<file path="src/rtl/vfme_pkg.sv">
`timescale 1ns / 1ps
`default_nettype none
package vfme_pkg;

    localparam int NUM_FACES      = 6;
    localparam int VERTS_PER_FACE = 6;
    localparam int QUEUE_DEPTH    = 2;

    localparam int CFG_INDEX_W = 2;
    localparam int CFG_DATA_W  = 8;

    localparam logic [CFG_INDEX_W-1:0] CFG_AIR_CODE   = 2'd0;
    localparam logic [CFG_INDEX_W-1:0] CFG_FLUID_CODE = 2'd1;
    localparam logic [CFG_INDEX_W-1:0] CFG_GLASS_CODE = 2'd2;

    localparam logic [7:0] AIR_CODE_RESET   = 8'd0;
    localparam logic [7:0] FLUID_CODE_RESET = 8'd1;
    localparam logic [7:0] GLASS_CODE_RESET = 8'd2;

    localparam logic [2:0] LAST_VERT = 3'(VERTS_PER_FACE - 1);

    // Corner code per face: bit 0 is +x, bit 1 is +y, bit 2 is +z.
    localparam logic [2:0] CORNER_TAB [NUM_FACES][4] = '{
        '{3'd1, 3'd3, 3'd7, 3'd5},
        '{3'd4, 3'd6, 3'd2, 3'd0},
        '{3'd2, 3'd6, 3'd7, 3'd3},
        '{3'd4, 3'd0, 3'd1, 3'd5},
        '{3'd5, 3'd7, 3'd6, 3'd4},
        '{3'd0, 3'd2, 3'd3, 3'd1}
    };

    // Two triangles per face: corners 0,1,2 and 0,2,3.
    localparam logic [1:0] VERTEX_SLOT [VERTS_PER_FACE] = '{
        2'd0, 2'd1, 2'd2, 2'd0, 2'd2, 2'd3
    };

    typedef struct packed {
        logic [7:0] local_x;
        logic [7:0] local_y;
        logic [7:0] local_z;
        logic [7:0] voxel_material;
        logic [7:0] pos_x_material;
        logic [7:0] neg_x_material;
        logic [7:0] pos_y_material;
        logic [7:0] neg_y_material;
        logic [7:0] pos_z_material;
        logic [7:0] neg_z_material;
    } voxel_in_t;

    typedef struct packed {
        logic [7:0] vertex_x;
        logic [7:0] vertex_y;
        logic [7:0] vertex_z;
        logic [7:0] vertex_material;
        logic [2:0] face_index;
        logic       last_vertex;
    } vertex_out_t;

    typedef struct packed {
        logic [7:0]           x;
        logic [7:0]           y;
        logic [7:0]           z;
        logic [7:0]           material;
        logic [NUM_FACES-1:0] face_mask;
    } voxel_job_t;

endpackage
`default_nettype wire

</file>
<file path="src/rtl/vfme_front.sv">
`timescale 1ns / 1ps
`default_nettype none
module vfme_front (
    input  wire logic                            clk,
    input  wire logic                            rst_n,
    input  wire logic                            cfg_write,
    input  wire logic [vfme_pkg::CFG_INDEX_W-1:0] cfg_index,
    input  wire logic [vfme_pkg::CFG_DATA_W-1:0]  cfg_data,
    input  wire vfme_pkg::voxel_in_t             voxel,
    output vfme_pkg::voxel_job_t                 job,
    output logic                                 keep
);
    import vfme_pkg::*;

    logic [7:0] air_code_reg;
    logic [7:0] fluid_code_reg;
    logic [7:0] glass_code_reg;

    logic [7:0]           nb [NUM_FACES];
    logic                 is_air;
    logic                 is_fluid;
    logic [NUM_FACES-1:0] mask;

    always_ff @(posedge clk or negedge rst_n) begin
        if (!rst_n)
        begin
            air_code_reg   <= AIR_CODE_RESET;
            fluid_code_reg <= FLUID_CODE_RESET;
            glass_code_reg <= GLASS_CODE_RESET;
        end
        else if (cfg_write)
        begin
            case (cfg_index)
                CFG_AIR_CODE:   air_code_reg   <= cfg_data;
                CFG_FLUID_CODE: fluid_code_reg <= cfg_data;
                CFG_GLASS_CODE: glass_code_reg <= cfg_data;
                default:        ;
            endcase
        end
    end

    assign nb[0] = voxel.pos_x_material;
    assign nb[1] = voxel.neg_x_material;
    assign nb[2] = voxel.pos_y_material;
    assign nb[3] = voxel.neg_y_material;
    assign nb[4] = voxel.pos_z_material;
    assign nb[5] = voxel.neg_z_material;

    // Air wins over fluid when both codes are equal.
    assign is_air   = (voxel.voxel_material == air_code_reg);
    assign is_fluid = (voxel.voxel_material == fluid_code_reg);

    always_comb
    begin
        for (int f = 0; f < NUM_FACES; f++)
        begin
            mask[f] = !is_air &&
                      ((nb[f] == air_code_reg) || (is_fluid && (nb[f] == glass_code_reg)));
        end
    end

    assign job.x         = voxel.local_x;
    assign job.y         = voxel.local_y;
    assign job.z         = voxel.local_z;
    assign job.material  = voxel.voxel_material;
    assign job.face_mask = mask;
    assign keep          = |mask;

endmodule
`default_nettype wire

</file>
<file path="src/rtl/vfme_queue.sv">
`timescale 1ns / 1ps
`default_nettype none
module vfme_queue (
    input  wire logic                 clk,
    input  wire logic                 rst_n,
    input  wire logic                 wr_en,
    input  wire vfme_pkg::voxel_job_t wr_data,
    output logic                      full,
    input  wire logic                 rd_en,
    output logic                      rd_valid,
    output vfme_pkg::voxel_job_t      rd_data
);
    import vfme_pkg::*;

    localparam int PTR_W = $clog2(QUEUE_DEPTH);
    localparam int CNT_W = $clog2(QUEUE_DEPTH + 1);

    voxel_job_t         slot_reg [QUEUE_DEPTH];
    logic [PTR_W-1:0]   wr_ptr_reg;
    logic [PTR_W-1:0]   rd_ptr_reg;
    logic [CNT_W-1:0]   count_reg;
    logic [PTR_W-1:0]   wr_ptr_next;
    logic [PTR_W-1:0]   rd_ptr_next;
    logic [CNT_W-1:0]   count_next;
    logic               do_wr;
    logic               do_rd;

    assign full     = (count_reg == CNT_W'(QUEUE_DEPTH));
    assign rd_valid = (count_reg != '0);
    assign rd_data  = slot_reg[rd_ptr_reg];
    assign do_wr    = wr_en && !full;
    assign do_rd    = rd_en && rd_valid;

    always_comb
    begin
        wr_ptr_next = wr_ptr_reg;
        rd_ptr_next = rd_ptr_reg;
        count_next  = count_reg;
        if (do_wr)
        begin
            wr_ptr_next = (wr_ptr_reg == PTR_W'(QUEUE_DEPTH - 1)) ? '0 : wr_ptr_reg + 1'b1;
        end
        if (do_rd)
        begin
            rd_ptr_next = (rd_ptr_reg == PTR_W'(QUEUE_DEPTH - 1)) ? '0 : rd_ptr_reg + 1'b1;
        end
        if (do_wr && !do_rd)
        begin
            count_next = count_reg + 1'b1;
        end
        else if (do_rd && !do_wr)
        begin
            count_next = count_reg - 1'b1;
        end
    end

    always_ff @(posedge clk or negedge rst_n) begin
        if (!rst_n)
        begin
            wr_ptr_reg <= '0;
            rd_ptr_reg <= '0;
            count_reg  <= '0;
        end
        else
        begin
            wr_ptr_reg <= wr_ptr_next;
            rd_ptr_reg <= rd_ptr_next;
            count_reg  <= count_next;
        end
    end

    always_ff @(posedge clk) begin
        if (do_wr)
        begin
            slot_reg[wr_ptr_reg] <= wr_data;
        end
    end

endmodule
`default_nettype wire

</file>
<file path="src/rtl/vfme_back.sv">
`timescale 1ns / 1ps
`default_nettype none
module vfme_back #(
    parameter logic [7:0] COORD_MASK = 8'hFF
) (
    input  wire logic                 clk,
    input  wire logic                 rst_n,
    input  wire logic                 job_valid,
    input  wire vfme_pkg::voxel_job_t job,
    output logic                      job_take,
    output logic                      empty,
    input  wire logic                 pop,
    output vfme_pkg::vertex_out_t     vertex
);
    import vfme_pkg::*;

    voxel_job_t           job_reg;
    logic                 busy_reg;
    logic [NUM_FACES-1:0] mask_reg;
    logic [2:0]           vert_reg;
    vertex_out_t          out_reg;
    logic                 out_valid_reg;

    logic [2:0]           face_sel;
    logic [NUM_FACES-1:0] rest;
    logic [2:0]           corner;
    logic                 face_done;
    logic                 step;
    logic                 finish;
    vertex_out_t          out_next;

    // Lowest pending face goes first, which keeps the +x .. -z order.
    always_comb
    begin
        face_sel = '0;
        for (int f = NUM_FACES - 1; f >= 0; f--)
        begin
            if (mask_reg[f])
            begin
                face_sel = 3'(f);
            end
        end
    end

    assign rest      = mask_reg & (mask_reg - 1'b1);
    assign corner    = CORNER_TAB[face_sel][VERTEX_SLOT[vert_reg]];
    assign face_done = (vert_reg == LAST_VERT);
    assign step      = busy_reg && (!out_valid_reg || pop);
    assign finish    = step && face_done && (rest == '0);
    assign job_take  = job_valid && (!busy_reg || finish);

    always_comb
    begin
        out_next.vertex_x        = 8'(job_reg.x + 8'(corner[0])) & COORD_MASK;
        out_next.vertex_y        = 8'(job_reg.y + 8'(corner[1])) & COORD_MASK;
        out_next.vertex_z        = 8'(job_reg.z + 8'(corner[2])) & COORD_MASK;
        out_next.vertex_material = job_reg.material;
        out_next.face_index      = face_sel;
        out_next.last_vertex     = face_done && (rest == '0);
    end

    always_ff @(posedge clk or negedge rst_n) begin
        if (!rst_n)
        begin
            busy_reg      <= 1'b0;
            out_valid_reg <= 1'b0;
            mask_reg      <= '0;
            vert_reg      <= '0;
        end
        else
        begin
            if (job_take)
            begin
                busy_reg <= 1'b1;
                mask_reg <= job.face_mask;
                vert_reg <= '0;
            end
            else if (finish)
            begin
                busy_reg <= 1'b0;
            end
            else if (step)
            begin
                if (face_done)
                begin
                    mask_reg <= rest;
                    vert_reg <= '0;
                end
                else
                begin
                    vert_reg <= vert_reg + 1'b1;
                end
            end

            if (step)
            begin
                out_valid_reg <= 1'b1;
            end
            else if (pop)
            begin
                out_valid_reg <= 1'b0;
            end
        end
    end

    always_ff @(posedge clk) begin
        if (job_take)
        begin
            job_reg <= job;
        end
        if (step)
        begin
            out_reg <= out_next;
        end
    end

    assign empty  = !out_valid_reg;
    assign vertex = out_reg;

endmodule
`default_nettype wire

</file>
<file path="src/rtl/voxel_face_mesh_emitter.sv">
`timescale 1ns / 1ps
`default_nettype none
// Channel   Handshake              Payload
// voxel     push / full            voxel  (voxel_in_t)
// vertex    pop / empty            vertex (vertex_out_t)
// config    cfg_write              cfg_index, cfg_data
//
// A voxel yields six vertices per visible face, up to 36, from the back-end
// sequencer that emits one vertex per cycle while pop drains it. A voxel with no
// visible face is accepted and dropped. The front end classifies faces on the fly
// and parks up to two voxels in a queue, so input is taken while vertices drain.
// Reset restores the material codes to 0, 1 and 2 and empties queue and output.
// With pop held low the output register holds, the queue fills and full rises.
module voxel_face_mesh_emitter #(
    parameter int COORD_BITS = 8
) (
    input  wire logic                              clk,
    input  wire logic                              rst_n,
    input  wire logic                              push,
    output logic                                   full,
    input  wire vfme_pkg::voxel_in_t               voxel,
    output logic                                   empty,
    input  wire logic                              pop,
    output vfme_pkg::vertex_out_t                  vertex,
    input  wire logic                              cfg_write,
    input  wire logic [vfme_pkg::CFG_INDEX_W-1:0]  cfg_index,
    input  wire logic [vfme_pkg::CFG_DATA_W-1:0]   cfg_data
);
    import vfme_pkg::*;

    // Coordinates wrap at 2^COORD_BITS and are then cut to the 8-bit fields.
    localparam logic [7:0] COORD_MASK =
        (COORD_BITS >= 8) ? 8'hFF : 8'((1 << COORD_BITS) - 1);

    voxel_job_t front_job;
    logic       front_keep;
    logic       queue_full;
    logic       queue_valid;
    voxel_job_t queue_job;
    logic       queue_take;

    vfme_front u_front (
        .clk       (clk),
        .rst_n     (rst_n),
        .cfg_write (cfg_write),
        .cfg_index (cfg_index),
        .cfg_data  (cfg_data),
        .voxel     (voxel),
        .job       (front_job),
        .keep      (front_keep)
    );

    vfme_queue u_queue (
        .clk      (clk),
        .rst_n    (rst_n),
        .wr_en    (push && front_keep),
        .wr_data  (front_job),
        .full     (queue_full),
        .rd_en    (queue_take),
        .rd_valid (queue_valid),
        .rd_data  (queue_job)
    );

    vfme_back #(
        .COORD_MASK (COORD_MASK)
    ) u_back (
        .clk       (clk),
        .rst_n     (rst_n),
        .job_valid (queue_valid),
        .job       (queue_job),
        .job_take  (queue_take),
        .empty     (empty),
        .pop       (pop),
        .vertex    (vertex)
    );

    assign full = queue_full;

endmodule
`default_nettype wire
</file>
<file path="config.mk">
export PLATFORM = sky130hd
export DESIGN_NAME = voxel_face_mesh_emitter
export DESIGN_NICKNAME = d
export VERILOG_FILES = /design/src/rtl/vfme_pkg.sv /design/src/rtl/vfme_front.sv /design/src/rtl/vfme_queue.sv /design/src/rtl/vfme_back.sv /design/src/rtl/voxel_face_mesh_emitter.sv
export SDC_FILE = /design/constraint.sdc
export NUM_CORES = 1
export LEC_CHECK = 0
export BUFFER_PORTS_ARGS = -buffer_cell sky130_fd_sc_hd__buf_4
export CORE_MARGIN = 2
export CORE_UTILIZATION = 55
export DETAILED_ROUTE_END_ITERATION = 10
export GPL_ROUTABILITY_DRIVEN = 0
export PLACE_DENSITY_LB_ADDON = 0.1
export SETUP_SLACK_MARGIN = 0.5
export SYNTH_ARGS = -nofsm -noshare
export SYNTH_HDL_FRONTEND = slang
export SYNTH_SLANG_ARGS = --single-unit
</file>
<file path="constraint.sdc">
create_clock -name clk -period 4.64 [get_ports clk]
set_input_delay 0 -clock clk [delete_from_list [all_inputs] [get_ports clk]]
set_output_delay 0 -clock clk [all_outputs]
set_load 0.05 [all_outputs]
</file>
==> results of run 1 <==
==> layer usage <==
| metal | vias up | global-route usage | wire (um) |
|---|---|---|---|
| li1 | 2436 | - | - |
| met1 | 2526 | 0.262 | 7140 |
| met2 | 147 | 0.382 | 8420 |
| met3 | 18 | 0.0511 | 726 |
| met4 | 0 | 0.0614 | 210 |
| met5 | - | 0 | 0 |
==> cell usage after synthesis (all sizes together), types with 4 or more instances <==
| master | number |
|---|---|
| dfrtp | 37 |
| inv | 10 |
| edfxtp | 144 |
| mux2i | 4 |
| nand3b | 4 |
| ha | 11 |
| clkbuf | 5 |
| nand2 | 24 |
| buf | 18 |
| xor2 | 57 |
| xnor2 | 81 |
| mux2 | 59 |
| o21ai | 10 |
| nor4 | 13 |
| a21oi | 20 |
| nand3 | 11 |
| and3 | 4 |
| nor2 | 25 |
| nand4 | 17 |
==> logic make-up (layout without fill, tap and decap cells) <==
family | after synthesis | count (layout) | share of synthesized area
buf+inv | 33 | 220 | 0.0182
fa+ha+maj | 11 | 11 | 0.0165
mux | 63 | 63 | 0.0846
compound gates | 40 | 40 | 0.0287
simple gates | 111 | 111 | 0.0702
xor+xnor | 138 | 138 | 0.145
flops | 183 | 183 | 0.637
==> through the flow <==
step                      worst slack [ns]  power [W]  cell area, sq um  instances   util
after floorplan                       1.18    0.00329              8330        579      -
final                                 1.37    0.00518             10500        950  0.719
after detailed placement              1.38    0.00370              9480        876  0.647
after global placement                1.53    0.00365              9480        876  0.647
after CTS                             1.37    0.00522             10500        950  0.719
after global routing                  1.05    0.00544             10500        950  0.719
==> area by class of cell <==
class	instances	area [sq um]
sequential	183	5300
tap	184	230
timing repair buffer	178	1440
clock buffer	19	453
clock inverter	13	169
inverter	10	37.5
multi-input combinational	363	2890
fill	992	4120
==> worst max-delay path by stage <==
| stage | end | start | slack, ns |
|---|---|---|---|
| 6_report | u_back.vertex[18] | u_back.mask_reg[5] | 1.37 |
| 5_1_grt | u_back.vertex[18] | u_back.mask_reg[3] | 1.05 |
| 2_1_floorplan | u_queue.slot_reg[0][0] | u_front.air_code_reg[3] | 1.18 |
| 4_1_cts | u_back.vertex[18] | u_back.mask_reg[3] | 1.37 |
| 3_3_place_gp | u_back.vertex[18] | u_back.mask_reg[3] | 1.53 |
| 3_5_place_dp | u_back.vertex[18] | u_back.mask_reg[4] | 1.38 |
==> where the power goes <==
| part | leakage (nW) | switching, W | total, W | internal [W] |
|---|---|---|---|---|
| logic | 1.89 | 0.000741 | 0.00139 | 0.000652 |
| clock network | 0.312 | 0.000604 | 0.00149 | 0.000883 |
| registers | 1.78 | 0.000287 | 0.00230 | 0.00202 |
| total | 3.99 | 0.00163 | 0.00518 | 0.00355 |
==> impl_metrics.toml, run 1 <==
[logic_synthesis]
syn_nets = 685
synth_edf_count = 144
synth_area_leaders = "edfxtp_1 52%, dfrtp_1 11%, xnor2_1 8.5%"
synth_ff_type = "edfxtp_1"
synth.distinct_cells = 43
syn_area_per_cell_sq_um = 14.4
synth_async_sr_flop_share = 0.213
yosys_warnings = 0
syn-cell-area_sq_um = 8330
ys_ff_latch = 183
synth_cells = 579
yosysSeqAreaShare = 0.637
synth_top_area_frac = 0.519
synth_top_cell_by_area = "edfxtp_1"

[drt]
vias = 5127
drc = 0
final_antenna_net_count = 0
viasPerCell = 5.40
first_iter_violations = 323
routedWlPerCell_um = 17.4
drtPass1Iterations = 5
drt-total-wl_mm = 16.5

[final_layout]
final_layout_size_suffix_gt1_frac = 0.309
antennaDiodeCount = 0
nNetsFinal = 859
largest_reg_flops = 76
final_common_cell = "edfxtp_1"
areaGrowthSynthToFinish_pct = 26.4
final_cell_mix = "144 x edfxtp_1, 136 x buf_4, 81 x xnor2_1, 59 x mux2_2, 57 x xor2_1"

[hold_path]
hold_path_class = "input pin to asynchronous set/reset pin"

[floorplan]
core_sq_um = 14600
ios = 133
die_x_um = 127
initial_core_util = 0.569
die_h_um = 127
fp-row-count = 44
die_area_sq_um = 16100

[worst_setup_path]
worst-path-buf-inv = 0
reg2reg_depth = 14
crit_required_ns = 4.84
start_kind = "flip-flop"
cp_data_arrival_time_ns = 3.47
rrSetupSlack_ns = 1.37
worstReg2RegEnd = "u_back.vertex[18]"
r2r_start = "u_back.mask_reg[5]"
path_depth = 14
worstPathCellList = "a21oi_1 > nor2_1 > o21bai_1 > ha_1 > a21oi_1 > nor2_1 > a31oi_1 > o22ai_1 > a21oi_1 > ha_1 > ha_1 > and3_1 > nand3_1 > xnor2_1"
critPathMaxStageDelay_ns = 0.49
slowest_stage = "o21bai_1"
path_max_fanout = 8
path_delay_family = "compound AO/OA/AOI/OAI gates"
crit_type = "flip-flop to flip-flop"
crit_path_end_kind = "flip-flop"

[clock_network]
cts-buffers-inserted = 17
numClockSinks = 183
post_cts_buffers = 0
clockRootBuffer = "clkbuf_16"
cts_resized = 0
cts_tree = "built"
cts_buffer_depth = 2
clk_pin_slew_worst_paths_ns = 0.07
htree_levels = 4
worstSkewPairLatency_ns = 0.44
postCtsHoldBufs = 42

[grt]
grt.overflow.total = 0
antenna_found_initial = 0
grt_first_pass_wirelength_mm = 26.5
track_usage = 0.214
grt_pass1_vias = 5427
grt_max_degree = 40

[sta]
worst-slew-pin-transition_ns = 1.40
fin_hold_ws_ns = 0.0806
slew_headroom = 0.0613
rsz0062_at_grt = "false"
finalMaxSlewViolations = 0
clock_skew_ns = 0.0126
max_freq_ghz = 0.306
finalSetupTns_ns = 0
fin_crit_sh = 0.705
period_minus_slack_ns = 3.27
final_hold_viol_count = 0
final-setup-viol-count = 0

[power]
p_leak_nw = 3.99
power_density_nw_per_um2 = 493
vdd_ir_drop_max_mv = 0.337

[outcome]
status = "finished, final reports clean"

[run]
max-cap-violations = 0

[placed_design]
dp_hpwl_mm = 11.3
io_buffers = 132
(Power assumes the default switching activity.)
==> run 2, diff against run 1 <==
ABC_AREA = 1   (was not set)
clock period = 3.12 ns   (was 4.64 ns; I/O delays follow)
==> run 2 against run 1 <==
Net effect: sequential power increased by 63%; global-route usage up 0.56 points; utilization decreased by 0.85 points; combinational power increased by 140%; register-to-register slack lost 0.75 ns; largest power group unchanged.
==> impl_metrics.toml, run 2 <==
[outcome]
status = "finished, final reports clean"

[floorplan]
die_area_sq_um = 17000
initial_core_util = 0.559
fp-row-count = 46
ios = 133
core_sq_um = 15800
die_h_um = 131
die_x_um = 131

[logic_synthesis]
synth_area_leaders = "edfxtp_1 49%, nand2_1 14%, dfrtp_1 11%"
synth_top_area_frac = 0.491
syn-cell-area_sq_um = 8810
yosysSeqAreaShare = 0.602
synth_edf_count = 144
synth_ff_type = "edfxtp_1"
yosys_warnings = 0
synth_top_cell_by_area = "edfxtp_1"
synth.distinct_cells = 36
synth_cells = 900
synthTopCellsByCount = "322 x nand2_1, 144 x edfxtp_1, 93 x inv_1, 62 x nor2_1, 56 x xor2_1"
ys_ff_latch = 183
syn_area_per_cell_sq_um = 9.79
syn_nets = 1006
synth_async_sr_flop_share = 0.213
synth_most_common_cell = "nand2_1"

[run]
max-cap-violations = 0

[drt]
drt-total-wl_mm = 17.8
final_antenna_net_count = 0
routedWlPerCell_um = 13.5
vias = 6323
viasPerCell = 4.82
drtPass1Iterations = 4
drc = 0
first_iter_violations = 421

[final_layout]
final_cell_mix = "322 x nand2_1, 148 x buf_4, 144 x edfxtp_1, 90 x inv_1, 59 x nor2_1"
nFillCells = 1192
regArea_sq_um = 5320
multi_input_comb_area_sq_um = 3070
antennaDiodeCount = 0
areaGrowthSynthToFinish_pct = 27.1
nNetsFinal = 1190
largest_reg_flops = 76
final_common_cell = "nand2_1"
fin_area_sq_um = 11200
final_layout_size_suffix_gt1_frac = 0.204

[clock_network]
cts_tree = "built"
numClockSinks = 183
cts-buffers-inserted = 17
clk_pin_slew_worst_paths_ns = 0.07
worstSkewPairLatency_ns = 0.43
clockRootBuffer = "clkbuf_16"
cts_buffer_depth = 2
htree_levels = 4

[sta]
final-setup-viol-count = 0
clock_skew_ns = 0.0110
period_minus_slack_ns = 2.50
slew_headroom = 0.500
max_freq_ghz = 0.400
final_hold_viol_count = 0
fin_crit_sh = 0.800
rsz0062_at_grt = "true"
finalMaxSlewViolations = 0
finalSetupTns_ns = 0
worst-slew-pin-transition_ns = 0.748

[worst_setup_path]
crit_required_ns = 3.18
start_kind = "flip-flop"
path_max_fanout = 34
crit_path_end_kind = "flip-flop"
crit_type = "flip-flop to flip-flop"
cp_data_arrival_time_ns = 2.55

[placed_design]
io_buffers = 132
place_area_sq_um = 10000
dp_hpwl_mm = 12.7

[grt]
grt_max_degree = 40
antenna_found_initial = 0
grt_first_pass_wirelength_mm = 28.4
grt.overflow.total = 0
grt_pass1_vias = 5928
track_usage = 0.220

[hold_path]
hold_path_class = "input pin to asynchronous set/reset pin"

[power]
vdd_ir_drop_max_mv = 0.565
power_density_nw_per_um2 = 824
p_leak_nw = 5.13
==> run 2: cells by family (layout without fill, tap and decap cells) <==
group | Yosys count | after routing | synth area share
simple gates | 435 | 435 | 0.199
flops | 183 | 183 | 0.602
buf+inv | 124 | 321 | 0.0562
xor+xnor | 95 | 95 | 0.0944
compound gates | 51 | 51 | 0.0317
fa+ha+maj | 11 | 11 | 0.0156
mux | 1 | 1 | 0.00114
==> run 2: cell type report <==
cell class | instances | area share
tap | 216 | 0.0241
clock buffer | 20 | 0.0437
inverter | 96 | 0.0328
clock inverter | 12 | 0.00938
timing repair buffer | 193 | 0.141
sequential | 183 | 0.475
multi-input combinational | 593 | 0.274
==> run 2: power breakdown <==
part	leakage [nW]	internal (W)	total, W	switching, W
sequential	1.82	0.00340	0.00376	0.000358
combinational	3.01	0.00115	0.00340	0.00225
clock	0.297	0.00116	0.00208	0.000916
total	5.13	0.00571	0.00923	0.00352
==> run 2: stage by stage <==
step / setup WS [ns] / total power [W] / hold WS, ns / utilization / std cells
2_1_floorplan: 0.364 / 0.00608 / -0.296 / - / 900
3_3_place_gp: 0.437 / 0.00698 / 0.00409 / 0.636 / 1228
3_5_place_dp: 0.340 / 0.00704 / 0.00654 / 0.636 / 1228
4_1_cts: 0.516 / 0.00917 / 0.104 / 0.701 / 1303
5_1_grt: 0.417 / 0.00981 / 0.132 / 0.710 / 1313
6_report: 0.623 / 0.00923 / 0.0928 / 0.710 / 1313
==> run 2: worst max-delay path, stage by stage, from the launching register on <==
cell and delay (ns):
dfrtp_1 0.42, nor2_2 0.22, nand2_2 0.11, o21ai_2 0.16, inv_1 0.07, nor3_2 0.20
nand3_2 0.13, nand2_4 0.11, nand2_4 0.14, clkinvlp_4 0.57
==> run 2: worst paths after layout <==
check | startpoint | end | slack [ns] | depth (start not counted)
min reg2reg | u_back.job_reg[12] | u_back.vertex[10] | 0.42 | 0
min in group clk | voxel[4] | u_queue.slot_reg[1][5] | 0.15 | 6
max in group asynchronous | rst_n | u_front.air_code_reg[7] | 2.63 | 2
min | rst_n | u_back.vert_reg[0] | 0.09 | 2
max | u_back.mask_reg[3] | u_back.job_reg[36] | 0.62 | 9
max reg2reg | u_back.mask_reg[3] | u_back.job_reg[36] | 0.62 | 9
==> run 2: timing repair <==
action / in CTS / in global routing
hold buffers: 43 / 0
resized for setup: 3 / 21
pin swaps: 0 / 10
hold endpoints to repair: 129 / 0
setup buffers: 0 / 10
endpoints found under the setup margin: 4 / 71
==> run 2: per-layer routing <==
layer / vias up / share of wire / track usage
met5: - / 0 / 0
met4: 0 / 0.019 / 0.0770
met3: 23 / 0.048 / 0.0419
met2: 183 / 0.50 / 0.385
met1: 2875 / 0.43 / 0.275
li1: 3242 / - / -
